==> src/sv/audio_front_end_hpf_preemph_agc_macros.svh <==
// Assertion macros shared by the audio front end RTL.
`ifndef AUDIO_FRONT_END_HPF_PREEMPH_AGC_MACROS_SVH
`define AUDIO_FRONT_END_HPF_PREEMPH_AGC_MACROS_SVH

// Same-cycle implication, disabled during reset.
`define AFE_ASSERT_IMPLY(lbl, clk, rst, ante, cons, msg) \
   lbl: assert property (@(posedge clk) disable iff (rst) (ante) |-> (cons)) \
      else $error(msg);

// Next-cycle implication, disabled during reset.
`define AFE_ASSERT_NEXT(lbl, clk, rst, ante, cons, msg) \
   lbl: assert property (@(posedge clk) disable iff (rst) (ante) |=> (cons)) \
      else $error(msg);

`endif

==> src/sv/afe_pkg.sv <==
// Shared constants and types of the audio front end.
`default_nettype none

package afe_pkg;

   localparam int SAMPLE_WIDTH_DEF = 16;

   localparam int COEF_W     = 15;
   localparam int KCOEF_W    = 16;
   localparam int ENV_W      = 24;
   localparam int TARGET_W   = 15;
   localparam int FLOOR_W    = 15;
   localparam int GAIN_W     = 16;
   localparam int CSR_IDX_W  = 3;
   localparam int CSR_DATA_W = 24;

   // Serial multiplier takes one multiplier bit per cycle over a fixed word.
   localparam int MUL_BITS     = 24;
   localparam int TARGET_SHIFT = 18;
   localparam int DIV_BITS     = TARGET_W + TARGET_SHIFT;
   localparam int CNT_W        = 6;
   localparam int FLOOR_SHIFT  = 8;
   localparam int COEF_SHIFT   = 15;
   localparam int GAIN_SHIFT   = 10;

   localparam logic [GAIN_W-1:0] UNITY_GAIN = 16'd1024;

   localparam logic [COEF_W-1:0]   HPF_COEF_RST     = 15'd32767;
   localparam logic [KCOEF_W-1:0]  PREEMPH_COEF_RST = 16'd0;
   localparam logic [ENV_W-1:0]    AGC_RELEASE_RST  = 24'd16777041;
   localparam logic [TARGET_W-1:0] AGC_TARGET_RST   = 15'd22938;
   localparam logic [GAIN_W-1:0]   AGC_MAX_GAIN_RST = 16'd40960;
   localparam logic [FLOOR_W-1:0]  AGC_FLOOR_RST    = 15'd3;

   typedef enum logic [CSR_IDX_W-1:0] {
      CSR_HPF_ENABLE   = 3'd0,
      CSR_HPF_COEF     = 3'd1,
      CSR_PREEMPH_COEF = 3'd2,
      CSR_AGC_ENABLE   = 3'd3,
      CSR_AGC_RELEASE  = 3'd4,
      CSR_AGC_TARGET   = 3'd5,
      CSR_AGC_MAX_GAIN = 3'd6,
      CSR_AGC_FLOOR    = 3'd7
   } csr_index_type;

endpackage

`default_nettype wire

==> src/sv/afe_channels.sv <==
// Valid/ready channel interfaces for the sample and result streams.
`default_nettype none

interface afe_req_if #(
   parameter int SAMPLE_WIDTH = afe_pkg::SAMPLE_WIDTH_DEF
);
   logic                           valid;
   logic                           ready;
   logic signed [SAMPLE_WIDTH-1:0] sample_in;
   logic                           utterance_start;
   logic                           env_clear;

   modport source (output valid, output sample_in, output utterance_start,
                   output env_clear, input ready);
   modport sink   (input valid, input sample_in, input utterance_start,
                   input env_clear, output ready);
endinterface

interface afe_rsp_if #(
   parameter int SAMPLE_WIDTH = afe_pkg::SAMPLE_WIDTH_DEF
);
   logic                             valid;
   logic                             ready;
   logic signed [SAMPLE_WIDTH-1:0]   sample_out;
   logic [afe_pkg::GAIN_W-1:0]       gain_applied;
   logic                             saturated;

   modport source (output valid, output sample_out, output gain_applied,
                   output saturated, input ready);
   modport sink   (input valid, input sample_out, input gain_applied,
                   input saturated, output ready);
endinterface

`default_nettype wire

==> src/sv/audio_front_end_hpf_preemph_agc.sv <==
// Audio front end: one-pole high-pass, pre-emphasis and peak AGC, bit-serial datapath.
//
//   channel   dir   handshake              payload
//   req_if    in    valid/ready            sample_in, utterance_start, env_clear
//   rsp_if    out   valid/ready            sample_out, gain_applied, saturated
//   csr_*     in    csr_write_en only      csr_index, csr_wdata
//
// Each product runs through the shared shift-add multiplier at one bit per cycle,
// and the AGC gain runs through a restoring divider at one quotient bit per cycle.
// The high-pass adds a product; the AGC adds a decay product when the envelope
// does not rise and a divide when it is above the floor.
// Reset is synchronous; it clears the filter history and the envelope and resets config.
// A finished result waits in the output register while the next beat is taken;
// the engine only stalls if a second result is ready before the first is taken.
`default_nettype none
`include "audio_front_end_hpf_preemph_agc_macros.svh"

module audio_front_end_hpf_preemph_agc #(
   parameter int SAMPLE_WIDTH = afe_pkg::SAMPLE_WIDTH_DEF
) (
   input  wire logic                               clock,
   input  wire logic                               reset,
   afe_req_if.sink                                 req_if,
   afe_rsp_if.source                               rsp_if,
   input  wire logic                               csr_write_en,
   input  wire logic [afe_pkg::CSR_IDX_W-1:0]      csr_index,
   input  wire logic [afe_pkg::CSR_DATA_W-1:0]     csr_wdata
);
   import afe_pkg::*;

   localparam int SW      = SAMPLE_WIDTH;
   localparam int WIDE_W  = SW + 2;
   localparam int MC_W    = (SW + 3 > ENV_W + 1) ? SW + 3 : ENV_W + 1;
   localparam int ACC_W   = MC_W + 1;
   localparam int PROD_W  = ACC_W + MUL_BITS;
   localparam int RND_W   = PROD_W + 1;
   localparam int SH15_W  = RND_W - COEF_SHIFT;
   localparam int DIFF_W  = SH15_W + 1;
   localparam int SH10_W  = RND_W - GAIN_SHIFT;
   localparam int MAG_W   = ENV_W + 2;
   localparam int MAG_SHL = ENV_W - SW;

   localparam logic [RND_W-1:0] RND15 = RND_W'(1) << (COEF_SHIFT - 1);
   localparam logic [RND_W-1:0] RND10 = RND_W'(1) << (GAIN_SHIFT - 1);

   typedef enum logic [3:0] {
      ST_IDLE, ST_START, ST_HPF_MUL, ST_HPF_END, ST_PRE_MUL, ST_PRE_END,
      ST_ENV, ST_DECAY_MUL, ST_DECAY_END, ST_GAIN, ST_DIV, ST_DIV_END,
      ST_OUT_MUL, ST_PUSH
   } state_type;

   // Configuration registers
   logic                       hpf_enable_ff;
   logic [COEF_W-1:0]          hpf_coef_ff;
   logic signed [KCOEF_W-1:0]  preemph_coef_ff;
   logic                       agc_enable_ff;
   logic [ENV_W-1:0]           agc_release_ff;
   logic [TARGET_W-1:0]        agc_target_ff;
   logic [GAIN_W-1:0]          agc_max_gain_ff;
   logic [FLOOR_W-1:0]         agc_floor_ff;

   // Control, history and working registers
   state_type                  state_ff;
   logic signed [SW-1:0]       x_ff;
   logic signed [SW-1:0]       hpf_xprev_ff;
   logic signed [WIDE_W-1:0]   hpf_yprev_ff;
   logic signed [WIDE_W-1:0]   pre_xprev_ff;
   logic [ENV_W-1:0]           env_ff;
   logic signed [WIDE_W-1:0]   v_ff;
   logic signed [WIDE_W-1:0]   p_ff;
   logic [GAIN_W-1:0]          gain_ff;
   logic                       sat_ff;
   logic [CNT_W-1:0]           cnt_ff;

   // Serial multiplier and divider
   logic signed [MC_W-1:0]     mcand_ff;
   logic signed [ACC_W-1:0]    mul_hi_ff, mul_hi_in;
   logic [MUL_BITS-1:0]        mul_lo_ff, mul_lo_in;
   logic                       mul_sgn_ff;
   logic [ENV_W-1:0]           div_rem_ff, div_rem_in;
   logic [DIV_BITS-1:0]        div_quo_ff, div_quo_in;

   // Output register
   logic                       rsp_valid_ff;
   logic signed [SW-1:0]       rsp_sample_ff;
   logic [GAIN_W-1:0]          rsp_gain_ff;
   logic                       rsp_sat_ff;

   // Datapath helpers
   logic signed [ACC_W-1:0]    mul_addend, mul_sum;
   logic                       mul_last, div_last;
   logic signed [PROD_W-1:0]   prod;
   logic [RND_W-1:0]           prod_rnd15, prod_rnd10;
   logic signed [SH15_W-1:0]   sh15;
   logic signed [SH10_W-1:0]   sh10;
   logic signed [DIFF_W-1:0]   pre_diff;
   logic [WIDE_W:0]            hpf_clip, pre_clip;
   logic [SW:0]                out_clip;
   logic signed [MC_W-1:0]     hpf_s;
   logic [WIDE_W-1:0]          p_abs;
   logic [MAG_W-1:0]           mag_w;
   logic                       mag_sat;
   logic [ENV_W-1:0]           env_mag;
   logic [ENV_W+1:0]           div_diff;
   logic                       div_ge;
   logic                       div_over;
   logic [GAIN_W-1:0]          div_gain;
   logic                       rsp_free;

   function automatic logic [WIDE_W:0] clip_wide(input logic signed [DIFF_W-1:0] v);
      logic all_zero, all_one;
      all_zero = ~|v[DIFF_W-1:WIDE_W-1];
      all_one  = &v[DIFF_W-1:WIDE_W-1];
      if (all_zero || all_one) begin
         return {1'b0, v[WIDE_W-1:0]};
      end else if (v[DIFF_W-1]) begin
         return {1'b1, 1'b1, {(WIDE_W-1){1'b0}}};
      end else begin
         return {1'b1, 1'b0, {(WIDE_W-1){1'b1}}};
      end
   endfunction

   function automatic logic [SW:0] clip_out(input logic signed [SH10_W-1:0] v);
      logic all_zero, all_one;
      all_zero = ~|v[SH10_W-1:SW-1];
      all_one  = &v[SH10_W-1:SW-1];
      if (all_zero || all_one) begin
         return {1'b0, v[SW-1:0]};
      end else if (v[SH10_W-1]) begin
         return {1'b1, 1'b1, {(SW-1){1'b0}}};
      end else begin
         return {1'b1, 1'b0, {(SW-1){1'b1}}};
      end
   endfunction

   // Shift-add step: add on a set multiplier bit, subtract on the sign bit of a signed multiplier.
   always_comb begin
      mul_last   = (cnt_ff == CNT_W'(MUL_BITS - 1));
      mul_addend = mul_lo_ff[0] ? ACC_W'(mcand_ff) : '0;
      mul_sum    = (mul_sgn_ff && mul_last) ? mul_hi_ff - mul_addend
                                            : mul_hi_ff + mul_addend;
      mul_hi_in  = {mul_sum[ACC_W-1], mul_sum[ACC_W-1:1]};
      mul_lo_in  = {mul_sum[0], mul_lo_ff[MUL_BITS-1:1]};
   end

   // Restoring divide step: one quotient bit per cycle.
   always_comb begin
      div_last   = (cnt_ff == CNT_W'(DIV_BITS - 1));
      div_diff   = {1'b0, div_rem_ff, div_quo_ff[DIV_BITS-1]} - {2'b00, env_ff};
      div_ge     = ~div_diff[ENV_W+1];
      div_rem_in = div_ge ? div_diff[ENV_W-1:0]
                          : {div_rem_ff[ENV_W-2:0], div_quo_ff[DIV_BITS-1]};
      div_quo_in = {div_quo_ff[DIV_BITS-2:0], div_ge};
      div_over   = (|div_quo_ff[DIV_BITS-1:GAIN_W]) ||
                   (div_quo_ff[GAIN_W-1:0] > agc_max_gain_ff);
      div_gain   = div_over ? agc_max_gain_ff : div_quo_ff[GAIN_W-1:0];
   end

   always_comb begin
      prod       = {mul_hi_ff, mul_lo_ff};
      prod_rnd15 = RND_W'(prod) + RND15;
      prod_rnd10 = RND_W'(prod) + RND10;
      sh15       = prod_rnd15[RND_W-1:COEF_SHIFT];
      sh10       = prod_rnd10[RND_W-1:GAIN_SHIFT];
      hpf_clip   = clip_wide(DIFF_W'(sh15));
      pre_diff   = DIFF_W'(v_ff) - DIFF_W'(sh15);
      pre_clip   = clip_wide(pre_diff);
      out_clip   = clip_out(sh10);
      hpf_s      = MC_W'(hpf_yprev_ff) + MC_W'(x_ff) - MC_W'(hpf_xprev_ff);
      p_abs      = p_ff[WIDE_W-1] ? (~p_ff + 1'b1) : p_ff;
      mag_w      = MAG_W'(p_abs) << MAG_SHL;
      mag_sat    = |mag_w[MAG_W-1:ENV_W];
      env_mag    = mag_sat ? '1 : mag_w[ENV_W-1:0];
      rsp_free   = !rsp_valid_ff || rsp_if.ready;
   end

   always_ff @(posedge clock) begin
      if (reset) begin
         hpf_enable_ff   <= 1'b0;
         hpf_coef_ff     <= HPF_COEF_RST;
         preemph_coef_ff <= PREEMPH_COEF_RST;
         agc_enable_ff   <= 1'b0;
         agc_release_ff  <= AGC_RELEASE_RST;
         agc_target_ff   <= AGC_TARGET_RST;
         agc_max_gain_ff <= AGC_MAX_GAIN_RST;
         agc_floor_ff    <= AGC_FLOOR_RST;
      end else if (csr_write_en) begin
         unique case (csr_index_type'(csr_index))
            CSR_HPF_ENABLE:   hpf_enable_ff   <= csr_wdata[0];
            CSR_HPF_COEF:     hpf_coef_ff     <= csr_wdata[COEF_W-1:0];
            CSR_PREEMPH_COEF: preemph_coef_ff <= csr_wdata[KCOEF_W-1:0];
            CSR_AGC_ENABLE:   agc_enable_ff   <= csr_wdata[0];
            CSR_AGC_RELEASE:  agc_release_ff  <= csr_wdata[ENV_W-1:0];
            CSR_AGC_TARGET:   agc_target_ff   <= csr_wdata[TARGET_W-1:0];
            CSR_AGC_MAX_GAIN: agc_max_gain_ff <= csr_wdata[GAIN_W-1:0];
            CSR_AGC_FLOOR:    agc_floor_ff    <= csr_wdata[FLOOR_W-1:0];
         endcase
      end
   end

   always_ff @(posedge clock) begin
      if (reset) begin
         state_ff     <= ST_IDLE;
         rsp_valid_ff <= 1'b0;
         hpf_xprev_ff <= '0;
         hpf_yprev_ff <= '0;
         pre_xprev_ff <= '0;
         env_ff       <= '0;
      end else begin
         if (state_ff == ST_PUSH && rsp_free) begin
            rsp_valid_ff <= 1'b1;
         end else if (rsp_valid_ff && rsp_if.ready) begin
            rsp_valid_ff <= 1'b0;
         end
         unique case (state_ff)
            ST_IDLE: begin
               if (req_if.valid) begin
                  x_ff    <= req_if.sample_in;
                  sat_ff  <= 1'b0;
                  gain_ff <= UNITY_GAIN;
                  if (req_if.utterance_start) begin
                     hpf_xprev_ff <= '0;
                     hpf_yprev_ff <= '0;
                     pre_xprev_ff <= '0;
                  end
                  if (req_if.env_clear) begin
                     env_ff <= '0;
                  end
                  state_ff <= ST_START;
               end
            end
            ST_START: begin
               cnt_ff    <= '0;
               mul_hi_ff <= '0;
               if (hpf_enable_ff) begin
                  mcand_ff   <= hpf_s;
                  mul_lo_ff  <= MUL_BITS'(hpf_coef_ff);
                  mul_sgn_ff <= 1'b0;
                  state_ff   <= ST_HPF_MUL;
               end else begin
                  v_ff       <= WIDE_W'(x_ff);
                  mcand_ff   <= MC_W'(pre_xprev_ff);
                  mul_lo_ff  <= MUL_BITS'(preemph_coef_ff);
                  mul_sgn_ff <= 1'b1;
                  state_ff   <= ST_PRE_MUL;
               end
            end
            ST_HPF_MUL, ST_PRE_MUL, ST_DECAY_MUL, ST_OUT_MUL: begin
               mul_hi_ff <= mul_hi_in;
               mul_lo_ff <= mul_lo_in;
               cnt_ff    <= cnt_ff + 1'b1;
               if (mul_last) begin
                  unique case (state_ff)
                     ST_HPF_MUL:   state_ff <= ST_HPF_END;
                     ST_PRE_MUL:   state_ff <= ST_PRE_END;
                     ST_DECAY_MUL: state_ff <= ST_DECAY_END;
                     default:      state_ff <= ST_PUSH;
                  endcase
               end
            end
            ST_HPF_END: begin
               hpf_yprev_ff <= hpf_clip[WIDE_W-1:0];
               hpf_xprev_ff <= x_ff;
               v_ff         <= hpf_clip[WIDE_W-1:0];
               sat_ff       <= sat_ff | hpf_clip[WIDE_W];
               cnt_ff       <= '0;
               mul_hi_ff    <= '0;
               mcand_ff     <= MC_W'(pre_xprev_ff);
               mul_lo_ff    <= MUL_BITS'(preemph_coef_ff);
               mul_sgn_ff   <= 1'b1;
               state_ff     <= ST_PRE_MUL;
            end
            ST_PRE_END: begin
               p_ff         <= pre_clip[WIDE_W-1:0];
               pre_xprev_ff <= v_ff;
               sat_ff       <= sat_ff | pre_clip[WIDE_W];
               if (agc_enable_ff) begin
                  state_ff <= ST_ENV;
               end else begin
                  // Unity gain still goes through the output product.
                  cnt_ff     <= '0;
                  mul_hi_ff  <= '0;
                  mcand_ff   <= MC_W'($signed(pre_clip[WIDE_W-1:0]));
                  mul_lo_ff  <= MUL_BITS'(UNITY_GAIN);
                  mul_sgn_ff <= 1'b0;
                  state_ff   <= ST_OUT_MUL;
               end
            end
            ST_ENV: begin
               sat_ff <= sat_ff | mag_sat;
               if (env_mag > env_ff) begin
                  env_ff   <= env_mag;
                  state_ff <= ST_GAIN;
               end else begin
                  cnt_ff     <= '0;
                  mul_hi_ff  <= '0;
                  mcand_ff   <= MC_W'(env_ff);
                  mul_lo_ff  <= agc_release_ff;
                  mul_sgn_ff <= 1'b0;
                  state_ff   <= ST_DECAY_MUL;
               end
            end
            ST_DECAY_END: begin
               env_ff   <= prod[2*ENV_W-1:ENV_W];
               state_ff <= ST_GAIN;
            end
            ST_GAIN: begin
               cnt_ff <= '0;
               if (env_ff <= (ENV_W'(agc_floor_ff) << FLOOR_SHIFT)) begin
                  gain_ff    <= agc_max_gain_ff;
                  mul_hi_ff  <= '0;
                  mcand_ff   <= MC_W'(p_ff);
                  mul_lo_ff  <= MUL_BITS'(agc_max_gain_ff);
                  mul_sgn_ff <= 1'b0;
                  state_ff   <= ST_OUT_MUL;
               end else begin
                  div_rem_ff <= '0;
                  div_quo_ff <= DIV_BITS'(agc_target_ff) << TARGET_SHIFT;
                  state_ff   <= ST_DIV;
               end
            end
            ST_DIV: begin
               div_rem_ff <= div_rem_in;
               div_quo_ff <= div_quo_in;
               cnt_ff     <= cnt_ff + 1'b1;
               if (div_last) begin
                  state_ff <= ST_DIV_END;
               end
            end
            ST_DIV_END: begin
               gain_ff    <= div_gain;
               cnt_ff     <= '0;
               mul_hi_ff  <= '0;
               mcand_ff   <= MC_W'(p_ff);
               mul_lo_ff  <= MUL_BITS'(div_gain);
               mul_sgn_ff <= 1'b0;
               state_ff   <= ST_OUT_MUL;
            end
            ST_PUSH: begin
               // Hold here until the output register frees up.
               if (rsp_free) begin
                  rsp_sample_ff <= out_clip[SW-1:0];
                  rsp_sat_ff    <= sat_ff | out_clip[SW];
                  rsp_gain_ff   <= gain_ff;
                  state_ff      <= ST_IDLE;
               end
            end
            default: state_ff <= ST_IDLE;
         endcase
      end
   end

   assign req_if.ready        = (state_ff == ST_IDLE);
   assign rsp_if.valid        = rsp_valid_ff;
   assign rsp_if.sample_out   = rsp_sample_ff;
   assign rsp_if.gain_applied = rsp_gain_ff;
   assign rsp_if.saturated    = rsp_sat_ff;

   `AFE_ASSERT_NEXT(a_accept_starts_work, clock, reset, req_if.valid && req_if.ready, state_ff == ST_START, "accepted beat did not start the engine")
   `AFE_ASSERT_IMPLY(a_div_above_floor, clock, reset, state_ff == ST_DIV, env_ff > (ENV_W'(agc_floor_ff) << FLOOR_SHIFT), "divide entered with envelope at or below floor")
   `AFE_ASSERT_NEXT(a_unity_gain_when_off, clock, reset, state_ff == ST_PUSH && rsp_free && !agc_enable_ff, rsp_gain_ff == UNITY_GAIN, "gain not unity with AGC off")
   `AFE_ASSERT_IMPLY(a_mul_count_bound, clock, reset, state_ff == ST_HPF_MUL || state_ff == ST_PRE_MUL || state_ff == ST_DECAY_MUL || state_ff == ST_OUT_MUL, cnt_ff < CNT_W'(MUL_BITS), "multiplier ran past its last bit")

endmodule

`default_nettype wire
==> src/flat_wrapper.sv <==
// flat-port wrapper written by rule: the top's interface ports become plain ports
module audio_front_end_hpf_preemph_agc_flat import afe_pkg::*;
#(
   parameter int SAMPLE_WIDTH = afe_pkg::SAMPLE_WIDTH_DEF
)
  (clock, reset, csr_write_en, csr_index, csr_wdata, req_if_valid, req_if_sample_in, req_if_utterance_start, req_if_env_clear, req_if_ready, rsp_if_valid, rsp_if_sample_out, rsp_if_gain_applied, rsp_if_saturated, rsp_if_ready);
  afe_req_if #(.SAMPLE_WIDTH(SAMPLE_WIDTH)) req_if_i ();
  afe_rsp_if #(.SAMPLE_WIDTH(SAMPLE_WIDTH)) rsp_if_i ();
  input  wire logic clock;
  input  wire logic reset;
  input  wire logic csr_write_en;
  input  wire logic [afe_pkg::CSR_IDX_W-1:0] csr_index;
  input  wire logic [afe_pkg::CSR_DATA_W-1:0] csr_wdata;
  input wire logic [$bits(req_if_i.valid)-1:0] req_if_valid;
  input wire logic [$bits(req_if_i.sample_in)-1:0] req_if_sample_in;
  input wire logic [$bits(req_if_i.utterance_start)-1:0] req_if_utterance_start;
  input wire logic [$bits(req_if_i.env_clear)-1:0] req_if_env_clear;
  output wire logic [$bits(req_if_i.ready)-1:0] req_if_ready;
  output wire logic [$bits(rsp_if_i.valid)-1:0] rsp_if_valid;
  output wire logic [$bits(rsp_if_i.sample_out)-1:0] rsp_if_sample_out;
  output wire logic [$bits(rsp_if_i.gain_applied)-1:0] rsp_if_gain_applied;
  output wire logic [$bits(rsp_if_i.saturated)-1:0] rsp_if_saturated;
  input wire logic [$bits(rsp_if_i.ready)-1:0] rsp_if_ready;
  assign req_if_i.valid = req_if_valid;
  assign req_if_i.sample_in = req_if_sample_in;
  assign req_if_i.utterance_start = req_if_utterance_start;
  assign req_if_i.env_clear = req_if_env_clear;
  assign req_if_ready = req_if_i.ready;
  assign rsp_if_valid = rsp_if_i.valid;
  assign rsp_if_sample_out = rsp_if_i.sample_out;
  assign rsp_if_gain_applied = rsp_if_i.gain_applied;
  assign rsp_if_saturated = rsp_if_i.saturated;
  assign rsp_if_i.ready = rsp_if_ready;
  audio_front_end_hpf_preemph_agc #(.SAMPLE_WIDTH(SAMPLE_WIDTH)) u_core (.clock(clock), .reset(reset), .req_if(req_if_i), .rsp_if(rsp_if_i), .csr_write_en(csr_write_en), .csr_index(csr_index), .csr_wdata(csr_wdata));
endmodule
==> config.mk <==
export PLATFORM = sky130hd
export DESIGN_NAME = audio_front_end_hpf_preemph_agc_flat
export DESIGN_NICKNAME = d
export VERILOG_FILES = /design/src/sv/afe_pkg.sv /design/src/sv/afe_channels.sv /design/src/sv/audio_front_end_hpf_preemph_agc.sv /design/src/flat_wrapper.sv
export VERILOG_INCLUDE_DIRS = /design/src /design/src/sv
export SDC_FILE = /design/constraint.sdc
export NUM_CORES = 1
export LEC_CHECK = 0
export BUFFER_PORTS_ARGS = -buffer_cell sky130_fd_sc_hd__buf_2
export CAP_MARGIN = 15
export CORE_ASPECT_RATIO = 0.5
export CORE_MARGIN = 8
export CORE_UTILIZATION = 53
export CTS_CLUSTER_DIAMETER = 30
export DETAILED_ROUTE_END_ITERATION = 7
export GPL_ROUTABILITY_DRIVEN = 0
export PLACE_DENSITY = 0.7
export SLEW_MARGIN = 5
export SYNTH_ARGS = -nofsm -noshare
export SYNTH_HDL_FRONTEND = slang
export SYNTH_SLANG_ARGS = --single-unit
==> constraint.sdc <==
create_clock -name clock -period 8.85 [get_ports clock]
set_input_delay 0.4425 -clock clock [delete_from_list [all_inputs] [get_ports clock]]
set_output_delay 0.4425 -clock clock [all_outputs]
set_load 0.01 [all_outputs]
# == After elaboration in Yosys (flattened, before gate mapping) ==
# Index checks and enable logic that the tools add are counted.
# word_totals
regBits,425
input_bits,50
output_inout_bits,35
word_cells,212
# op_classes
add_sub_neg,10
magnitude_cmp,3
n_eq_ne,34
n_mux,68
bitwise_logic,7
n_reduce_logical,61
# op_table
operator,count
24-bit two-way mux,10
24-bit case mux with 7 select lines,1
25-bit case mux with 6 select lines,1
26-bit two-way mux,5
26-bit case mux with 5 select lines,1
18-bit two-way mux,6
18-bit case mux with 2 select lines,3
25-bit two-way mux,4
16-bit two-way mux,6
24-bit case mux with 3 select lines,1
33-bit case mux with 2 select lines,1
50-bit by 11-bit adder with 51-bit output (second input constant),1
50-bit by 16-bit adder with 51-bit output (second input constant),1
16-bit case mux with 3 select lines,1
24-bit case mux with 2 select lines,1
4-bit case mux with 11 select lines,1
19-bit two-way mux,2
18-bit by 36-bit subtractor with 37-bit output,1
33-bit two-way mux,1
16-bit case mux with 2 select lines,1
26-bit adder,1
26-bit AND reduction,1
26-bit OR reduction,1
25-bit by 24-bit subtractor with 26-bit output,1
other kinds (55),130

# == Logic depth before layout (Yosys ltp) ==
# Gate-level depths: netlist (run 1).
# depth
word_depth,8
depth_mapped,25

# == Worst setup path before layout (run 1) ==
# Ideal clock, no wire load.
# synth_path
path_type,reg2reg
start,register u_core.p_ff[10]
end,register u_core.mul_hi_ff[0] (enable)
setup_time_ns,0.415
arrival_ns,6.016
slack_ns,2.419
path_stages_with_launch,22
period_less_slack_ns,6.431
cell_sequence,edfxtp_1 > or4_1 > or4_1 > nor3_1 > a21boi_0 > o22ai_1 > clkbuf_1 > inv_1 > ha_1 > nor2b_1 > o21a_1 > o21a_1 > o21a_1 > o21a_1 > o21a_1 > o21a_1 > o21ai_0 > a21boi_0 > o21ai_0 > o21ai_0 > nand2b_1 > a21oi_1
# synth_via
elab_chain_cells,8
# synth_lines
item,line_no,text
"start, declared",audio_front_end_hpf_preemph_agc.sv:70,logic signed [WIDE_W-1:0] p_ff;
"start signal, assigned",audio_front_end_hpf_preemph_agc.sv:274,p_ff <= pre_clip[WIDE_W-1:0];
18-bit NOT,audio_front_end_hpf_preemph_agc.sv:170,p_abs = p_ff[WIDE_W-1] ? (~p_ff + 1'b1) : p_ff;
18-bit by 1-bit adder with 18-bit output,audio_front_end_hpf_preemph_agc.sv:170,
18-bit two-way mux *,audio_front_end_hpf_preemph_agc.sv:170,
2-bit OR reduction,audio_front_end_hpf_preemph_agc.sv:172,mag_sat = |mag_w[MAG_W-1:ENV_W];
24-bit two-way mux *,audio_front_end_hpf_preemph_agc.sv:173,env_mag = mag_sat ? '1 : mag_w[ENV_W-1:0];
24-bit > comparator *,audio_front_end_hpf_preemph_agc.sv:291,if (env_mag > env_ff) begin
2-bit != test (no source line) *,--,
5-bit AND reduction (no source line) *,--,
"end signal, assigned",audio_front_end_hpf_preemph_agc.sv:249,mul_hi_ff <= mul_hi_in;
"end, declared",audio_front_end_hpf_preemph_agc.sv:77,"logic signed [ACC_W-1:0] mul_hi_ff, mul_hi_in;"
# Every way passes the cells marked *; elsewhere a longest branch is shown, timed or not.
# A chain may end at the register's enable or synchronous reset.

# == Final worst setup path (run 1) ==
# layout_path
start,register u_core.mul_hi_ff[3]
end,"register u_core.mcand_ff[2], data pin"
# layout_via
elab_chain_cells,8
word_cells_on_any_way,10
cone_classes,add/sub: 2; mux: 4; reduce/logical: 4
# layout_lines
item,line_no,text
50-bit by 16-bit adder with 51-bit output *,audio_front_end_hpf_preemph_agc.sv:161,prod_rnd15 = RND_W'(prod) + RND15;
18-bit by 36-bit subtractor with 37-bit output *,audio_front_end_hpf_preemph_agc.sv:166,pre_diff = DIFF_W'(v_ff) - DIFF_W'(sh15);
20-bit OR reduction,audio_front_end_hpf_preemph_agc.sv:112,all_zero = ~|v[DIFF_W-1:WIDE_W-1];
1-bit zero test,audio_front_end_hpf_preemph_agc.sv:112,
1-bit logical OR,audio_front_end_hpf_preemph_agc.sv:114,if (all_zero || all_one) begin
19-bit two-way mux *,audio_front_end_hpf_preemph_agc.sv:114,
25-bit two-way mux *,audio_front_end_hpf_preemph_agc.sv:277,if (agc_enable_ff) begin
25-bit case mux with 6 select lines *,audio_front_end_hpf_preemph_agc.sv:215,unique case (state_ff)
"end signal, assigned",audio_front_end_hpf_preemph_agc.sv:236,mcand_ff <= hpf_s;
"end signal, assigned",audio_front_end_hpf_preemph_agc.sv:283,mcand_ff <= MC_W'($signed(pre_clip[WIDE_W-1:0]));
"end signal, assigned",audio_front_end_hpf_preemph_agc.sv:297,mcand_ff <= MC_W'(env_ff);
"end, declared",audio_front_end_hpf_preemph_agc.sv:76,logic signed [MC_W-1:0] mcand_ff;
# Every way passes the cells marked *; elsewhere a longest branch is shown, timed or not. The select of a mux whose other input is x is not followed.

==> flow_summary.ini, run 1 <==
[status]
status = complete, but fails checks
violations = design-rule violations

[sta]
tightest_slew_ns = 1.192
slew_headroom_pct = 20.26
min_period_over_period_pct = 82.86
slew_violations = 0
hold_viol = 0
period_needed_ns = 7.333
setup_violations = 0
finalSetupTns_ns = 0
max_freq_mhz = 136.4
skew_ns = 0.03515
rsz0062_at_grt = no

[global_route]
grt_use_total_pct = 27.81
antenna_found_initial = 0
grt_pass1_vias = 23180
grt_max_degree = 98
grt_pass1_wl_mm = 134.5
gr-total-overflow = 0

[die]
core_sq_um = 52270
die_area_sq_um = 61270
rows = 59
die_w_microns = 342.1
die_h_microns = 179.1
start_util_pct = 53.93
io_pins = 85

[logic_synthesis]
synth_compound_area_share_pct = 19.22
syn-num-nets = 3419
syn-mean-instance-area_sq_um = 8.836
synthArstFlopShare_pct = 0
synth-seq-area-share_pct = 38.64
synth_cells = 3190
synth_edf_count = 240
synth-simple-area-share_pct = 20.28
synth_xor_area_share_pct = 5.176
synth_common_cells = nand2_1 (446), nor2_1 (270), edfxtp_1 (240)
ys_types = 95
synthAdderAreaFrac_pct = 8.540
ys_ff_latch = 424
synthFlopType = edfxtp_1
synth_top_family_by_area = simple AND/OR/NAND/NOR gates
synth_top_cells_by_area = edfxtp_1 (26%), dfxtp_1 (13%), ha_1 (7.0%)
synth.most_common_cell = nand2_1
syn_area_sq_um = 28190
synth_mux_area_share_pct = 3.200
synth_top_area_share_pct = 25.57
synth_largest_area_cell = edfxtp_1
ys.warnings.count = 0

[placed_design]
place_hpwl_mm = 64.57
io_buffers = 84

[critical_path]
r2r_slack_ns = 1.52
cp.required_ns = 9.15
crit_end = u_core.mcand_ff[2]
crit_cells = 19
slowest_delay_ns = 0.76
reg2reg_to = u_core.mcand_ff[2]
startpoint = u_core.mul_hi_ff[3]
crit_type = flip-flop to flip-flop
crit_path_top_delay_cell = nor4_1
r2r_cells = 19
crit_path_start_kind = flip-flop
crit_path_end_kind = flip-flop
worst-path-buf-inv = 1
path_max_fanout = 24
crit_chain = and4_1, and4_1, nand2_1, nor4_1, xnor2_1, ha_1, a21o_1, a21o_1, a41oi_2, o211ai_1, o31ai_1, nor3_1, o22ai_2, buf_4, nand3_1, or4_1, o22a_1, nand2_1, a41oi_1
timing.rr.start = u_core.mul_hi_ff[3]
cp.arrival_ns = 7.64
crit_family = simple AND/OR/NAND/NOR gates

[finish]
drive_above_1_share_pct = 9.954
seq_area_sq_um = 10890
diodes = 0
fillCellCount = 4478
area.growth.synth_to_final_pct = 12.43
multiInputGateArea_sq_um = 16030
final_nets = 3446

[clocking]
cts_sinks = 424
clock_path_buffers = 3
numCtsBuffers = 71
htree_levels = 3
cts_tree = yes
root_buffer = clkbuf_16
clk-insertion-delay-late_ns = 0.61
clk_pin_slew_ns = 0.06

[routing]
wl_per_cell_microns = 22.25
drc_errors = 10
vias_per_cell = 6.351
initialDrtViolationCount = 3490
antenna_left = 0
first_pass_iters = 8
vias = 25250
finalWirelength_mm = 88.48

[power]
p_sw_share_pct = 43.21
p_int_mw = 6.134
clkPwrFrac_pct = 25.9
pwr-share-comb_pct = 45.5
switchingPower_mw = 4.666
power.density_nw_per_um2 = 340.8
ir_drop_v = 0.0001652
p_leak_nw = 11.73
seqPwrFrac_pct = 28.7
finalPower_mw = 10.80

[hold_path]
hp-class = primary input to flip-flop
min_from = req_if_sample_in[12]

[run]
cap_violations = 0
[metal layers]
| metal | part of all wire [%] | up-vias | global-route usage [%] | wire (microns) |
|---|---|---|---|---|
| li1 | - | 11680 | - | - |
| met1 | 43 | 11960 | 38.59 | 37740 |
| met2 | 42 | 1369 | 41.69 | 37150 |
| met3 | 12 | 246 | 7.535 | 10500 |
| met4 | 3.5 | 0 | 9.731 | 3096 |
| met5 | 0 | - | 0 | 0 |
[flip-flops by register name (all words and copies together), names as in the netlist, 18 cells and up]
signal,cells
u_core.agc_release_ff,24
u_core.v_ff,18
u_core.p_ff,18
u_core.mul_lo_ff,24
u_core.mcand_ff,25
u_core.hpf_yprev_ff,18
u_core.div_quo_ff,33
u_core.mul_hi_ff,25
u_core.pre_xprev_ff,18
u_core.env_ff,24
u_core.div_rem_ff,24
[how the worst min path moves through the flow]
| stage | cells after the start | endpoint | slack [ns] |
|---|---|---|---|
| after detailed placement | 0 | u_core.rsp_if.gain_applied[8] | 0.41 |
| after floorplan | 0 | u_core.rsp_if.gain_applied[0] | 0.40 |
| after global placement | 0 | u_core.rsp_if.gain_applied[15] | 0.40 |
| after global routing | 1 | u_core.x_ff[12] | 0.006 |
| after CTS | 1 | u_core.x_ff[14] | 0.0005 |
| final | 1 | u_core.x_ff[12] | 0.02 |
[logic make-up after synthesis]
group / count (synthesis)
buffers and inverters: 356
xor gates and xnor gates: 165
DFF: 424
adders and majority gates: 180
muxes: 88
and+or+nand+nor: 1190
AOI/OAI and AO/OA: 787
[worst register-to-register path, stage by stage (launching register included)]
cell and delay (ns):
edfxtp_1 0.68, and4_1 0.34, and4_1 0.36, nand2_1 0.18
nor4_1 0.76, xnor2_1 0.23, ha_1 0.47, a21o_1 0.22
a21o_1 0.22, a41oi_2 0.26, o211ai_1 0.22, o31ai_1 0.57
nor3_1 0.17, o22ai_2 0.14, buf_4 0.32, nand3_1 0.13
or4_1 0.53, o22a_1 0.48, nand2_1 0.58, a41oi_1 0.19
[area by class of cell]
cell class	instances	area share, %
clock inverters	48	1.694
well taps	701	2.768
repair buffers	129	2.456
flip-flops and latches	424	34.36
inverters	181	2.144
multi-input cells	2410	50.60
clock buffers	83	5.978
[power groups by stage]
stage	Combinational (mW)	Sequential, mW	Clock, mW
3_5_place_dp	4.75	3.10	0
5_1_grt	5.38	3.11	2.90
4_1_cts	4.79	3.06	2.81
3_3_place_gp	4.69	3.07	0
6_report	4.91	3.10	2.79
2_1_floorplan	3.75	2.74	0
[stage by stage]
stage | setup WS (ns) | instances | hold WS, ns | util (%) | instance area (sq um)
floorplan | 2.419 | 3190 | 0.4003 | - | 28190
global placement | 2.081 | 3842 | 0.4029 | 55.91 | 29220
detailed placement | 1.803 | 3842 | 0.4054 | 55.91 | 29220
CTS | 1.780 | 3974 | 0.0004775 | 60.58 | 31660
global route | 1.179 | 3976 | 0.005780 | 60.63 | 31690
finish | 1.517 | 3976 | 0.01886 | 60.63 | 31690
[cells in the final DEF (no fill, tap or decap), types with 18 or more instances in the layout]
cell / n
a211o_1: 26
a211oi_1: 42
a21boi_0: 18
a21o_1: 38
a21oi_1: 188
a222oi_1: 31
a22oi_1: 58
and2_1: 31
buf_2: 83
buf_4: 42
clkbuf_16: 73
dfxtp_1: 184
edfxtp_1: 240
fa_1: 21
ha_1: 158
inv_1: 179
mux2i_1: 71
nand2_1: 446
nand2b_1: 46
nand3_1: 65
nand3b_1: 27
nand4_1: 53
nor2_1: 267
nor2b_1: 54
nor3_1: 47
nor4_1: 36
o211ai_1: 21
o21a_1: 35
o21ai_0: 130
o31ai_1: 19
or3_1: 21
xnor2_1: 91
xor2_1: 73
[what timing repair did]
action | 4_1_cts | 5_1_grt
resized for setup | 0 | 0
hold buffers | 1 | 0
buffers inserted | 0 | 0
endpoints found under the hold margin | 1 | 0
No activity file was read; power rests on OpenSTA's default activity.
==> run 2, diff against run 1 <==
Settings changed: ABC_AREA from default to 1, PLACE_DENSITY 0.7 to 0.72.
Clock period 8.85 ns to 6 ns, I/O delays scaled along.
==> run 2 against run 1 <==
The flow still finishes with violations (design-rule violations). Die area down 0.70%. Synthesized cell count up 13%. Global-route usage up 0.68 points. Register-to-register slack worse by 1.2 ns. Utilization up 0.77 points. Maximum frequency up 29%. Power up 49%. Non-clock buffer count up 14. Sequential cell count unchanged. Sequential power up 40%. Via count up 4.3%. Count of clock-buffer cells in the layout up 3. Critical path type unchanged. Critical endpoint is now u_core.mcand_ff[6]. Largest power group unchanged.
==> flow_summary.ini, run 2 <==
[clocking]
postCtsSetupRepairBufs = 0
clk-insertion-delay-late_ns = 0.61
htree_levels = 3
cts_tree = yes
numCtsBuffers = 73
clk_pin_slew_ns = 0.06
cts_sinks = 424
clock_path_buffers = 3
root_buffer = clkbuf_16

[critical_path]
slowest_delay_ns = 0.67
cp.required_ns = 6.33
crit_chain = ha_1, inv_2, nor2_4, nand2_1, nor2_1, nand4_1, xor2_1, ha_1, a21oi_1, o21a_1, nor2_1, a2111oi_0, nand3_1, nand2_2, nand2_1, nor2_2, nand3_4, nand3_4, nand2_1, nand2_1, nand3_1
crit_path_top_delay_cell = a2111oi_0
timing.rr.start = u_core.mul_lo_ff[15]
cp.arrival_ns = 6.03
crit_top_cell = nand2_1
r2r_slack_ns = 0.30
reg2reg_to = u_core.mcand_ff[6]
crit_path_start_kind = flip-flop
path_max_fanout = 17
r2r_cells = 21
crit_path_end_kind = flip-flop
crit_type = flip-flop to flip-flop

[logic_synthesis]
synth_cells = 3605
synth_top_cells_by_area = edfxtp_1 (26%), dfxtp_1 (13%), nand2_1 (11%)
synth_top_area_share_pct = 25.76
synth_common_cells = nand2_1 (793), inv_1 (430), a21oi_1 (315)
ys_ff_latch = 424
synth.most_common_cell = nand2_1
synth_largest_area_cell = edfxtp_1
ys.warnings.count = 0
synth-seq-area-share_pct = 38.93
synthArstFlopShare_pct = 0
ys_types = 61
synth_edf_count = 240
synthFlopType = edfxtp_1
syn-mean-instance-area_sq_um = 7.760
syn_area_sq_um = 27970
syn-num-nets = 3834

[hold_path]
min_from = csr_wdata[15]
holdPathStages = 3
hold_end = u_core.agc_max_gain_ff[15]
hp-class = primary input to flip-flop

[power]
p_leak_nw = 13.85
finalPower_mw = 16.05
power.density_nw_per_um2 = 502.1
ir_drop_v = 0.0002338

[finish]
final_cells = 4469
area.growth.synth_to_final_pct = 14.23
largest_reg_flops = 33
drive_above_1_share_pct = 11.71
largestRegisters = u_core.div_quo_ff: 33 flops, u_core.mcand_ff: 25 flops, u_core.mul_hi_ff: 25 flops
final_cell_mix = nand2_1 (793), inv_1 (428), a21oi_1 (312), nor2_1 (260), o21ai_0 (244)
largest_register = u_core.div_quo_ff
final_nets = 3936
fillCellCount = 4550
layout_commonest_cell = nand2_1

[global_route]
grt_pass1_wl_mm = 137.1
grt_use_total_pct = 28.49
antenna_found_initial = 3
grt_max_degree = 110
grt_pass1_vias = 24260
gr-total-overflow = 0

[routing]
finalWirelength_mm = 90.21
antenna_left = 0
initialDrtViolationCount = 3309
first_pass_iters = 8
vias_per_cell = 5.891
top_layer = met5
drc_errors = 2
vias = 26330
wl_per_cell_microns = 20.19
wl_met2_mm = 37.96
wl_met3_mm = 11.15
wl_met1_mm = 37.61

[sta]
min_period_over_period_pct = 95.04
skew_ns = 0.03512
slew_headroom_pct = 28.96
tightest_slew_ns = 1.066
rsz0062_at_grt = no
max_freq_mhz = 175.4
finalSetupTns_ns = 0
hold_viol = 0
setup_violations = 0
period_needed_ns = 5.702
slew_violations = 0

[run]
cap_violations = 0

[die]
core_sq_um = 52040
start_util_pct = 53.75
rows = 59
die_w_microns = 340.9
io_pins = 85
die_area_sq_um = 60840
die_h_microns = 178.5

[placed_design]
place_hpwl_mm = 66.19
io_buffers = 84
placed_cells = 4309

[status]
violations = design-rule violations
status = complete, but fails checks
==> run 2: changes by cell type after synthesis, moves of 47 or more <==
| cell | previous run | this run |
|---|---|---|
| clkbuf_1 | 143 | 96 |
| nand2_1 | 446 | 793 |
| a21oi_1 | 193 | 315 |
| inv_1 | 179 | 430 |
| o21ai_0 | 131 | 244 |
| mux2i_1 | 71 | 0 |
| nand3_1 | 65 | 226 |
| nor2b_1 | 54 | 0 |
| xnor2_1 | 91 | 34 |
| nand2_2 | 1 | 50 |
==> run 2: worst max-delay path by stage <==
stage	startpoint	depth (start not counted)	slack, ns	endpoint
floorplan	u_core.p_ff[0]	24	0.60	u_core.mul_hi_ff[0]
global placement	u_core.mul_lo_ff[15]	21	0.79	u_core.mcand_ff[1]
detailed placement	u_core.mul_lo_ff[15]	21	0.55	u_core.mcand_ff[5]
CTS	u_core.mul_lo_ff[15]	21	0.52	u_core.mcand_ff[5]
global route	u_core.cnt_ff[0]	20	0.01	u_core.mul_hi_ff[21]
finish	u_core.mul_lo_ff[15]	21	0.30	u_core.mcand_ff[6]
==> run 2: worst max-delay path, delay by kind of cell, from the launching register on <==
family	cells	cell delay [ns]
simple gates	14	2.52
compound gates	3	1.09
fa+ha+maj	2	0.82
flops	1	0.53
buf+inv	1	0.11
xor+xnor	1	0.34
==> run 2: timing repair <==
item / CTS / global route
endpoints found under the hold margin: 24 / 0
hold buffers: 24 / 0
gates resized for setup: 0 / 3
endpoints found under the setup margin: 0 / 1
==> run 2: layout make-up <==
cell class | count | area [sq um] | share of cell area [%]
Multi-Input combinational cell | 2616 | 14980 | 46.88
Clock buffer | 86 | 1981 | 6.198
Inverter | 449 | 1695 | 5.306
Tap cell | 701 | 877.1 | 2.745
Timing Repair Buffer | 143 | 923.4 | 2.890
Sequential cell | 424 | 10890 | 34.08
Clock inverter | 49 | 605.6 | 1.895
Antenna cell | 1 | 2.502 | 0.007831
==> run 2: layer usage <==
metal | up-vias | global-route usage (%)
met4 | 4 | 9.820
met5 | - | 0
li1 | 12370 | -
met3 | 275 | 8.708
met2 | 1455 | 43.13
met1 | 12220 | 38.61
==> run 2: power breakdown <==
part,internal (mW),switching (mW)
logic,2.35,4.99
registers,3.78,0.551
clock network,2.77,1.60
==> run 2: per-stage QoR <==
stage	util, %	cell area (sq um)	hold WS [ns]	worst slack, ns
global route	61.39	31950	0.02777	0.01132
global placement	55.94	29110	0.4028	0.7908
finish	61.40	31950	0.02832	0.2975
CTS	61.37	31940	0.006565	0.5179
floorplan	-	27970	0.3989	0.5963
detailed placement	55.94	29110	0.4045	0.5466
==> run 2: kinds of logic (layout without fill, tap and decap cells) <==
family | after synthesis | after routing | share of synthesized area, %
AO/OA/AOI/OAI | 728 | 728 | 14.70
flip-flops | 424 | 424 | 38.93
adder cells (fa/ha/maj) | 179 | 179 | 8.570
XOR/XNOR | 143 | 143 | 4.477
other | 0 | 1 | 0
AND/OR/NAND/NOR | 1566 | 1566 | 25.55
buffers and inverters | 565 | 727 | 7.774
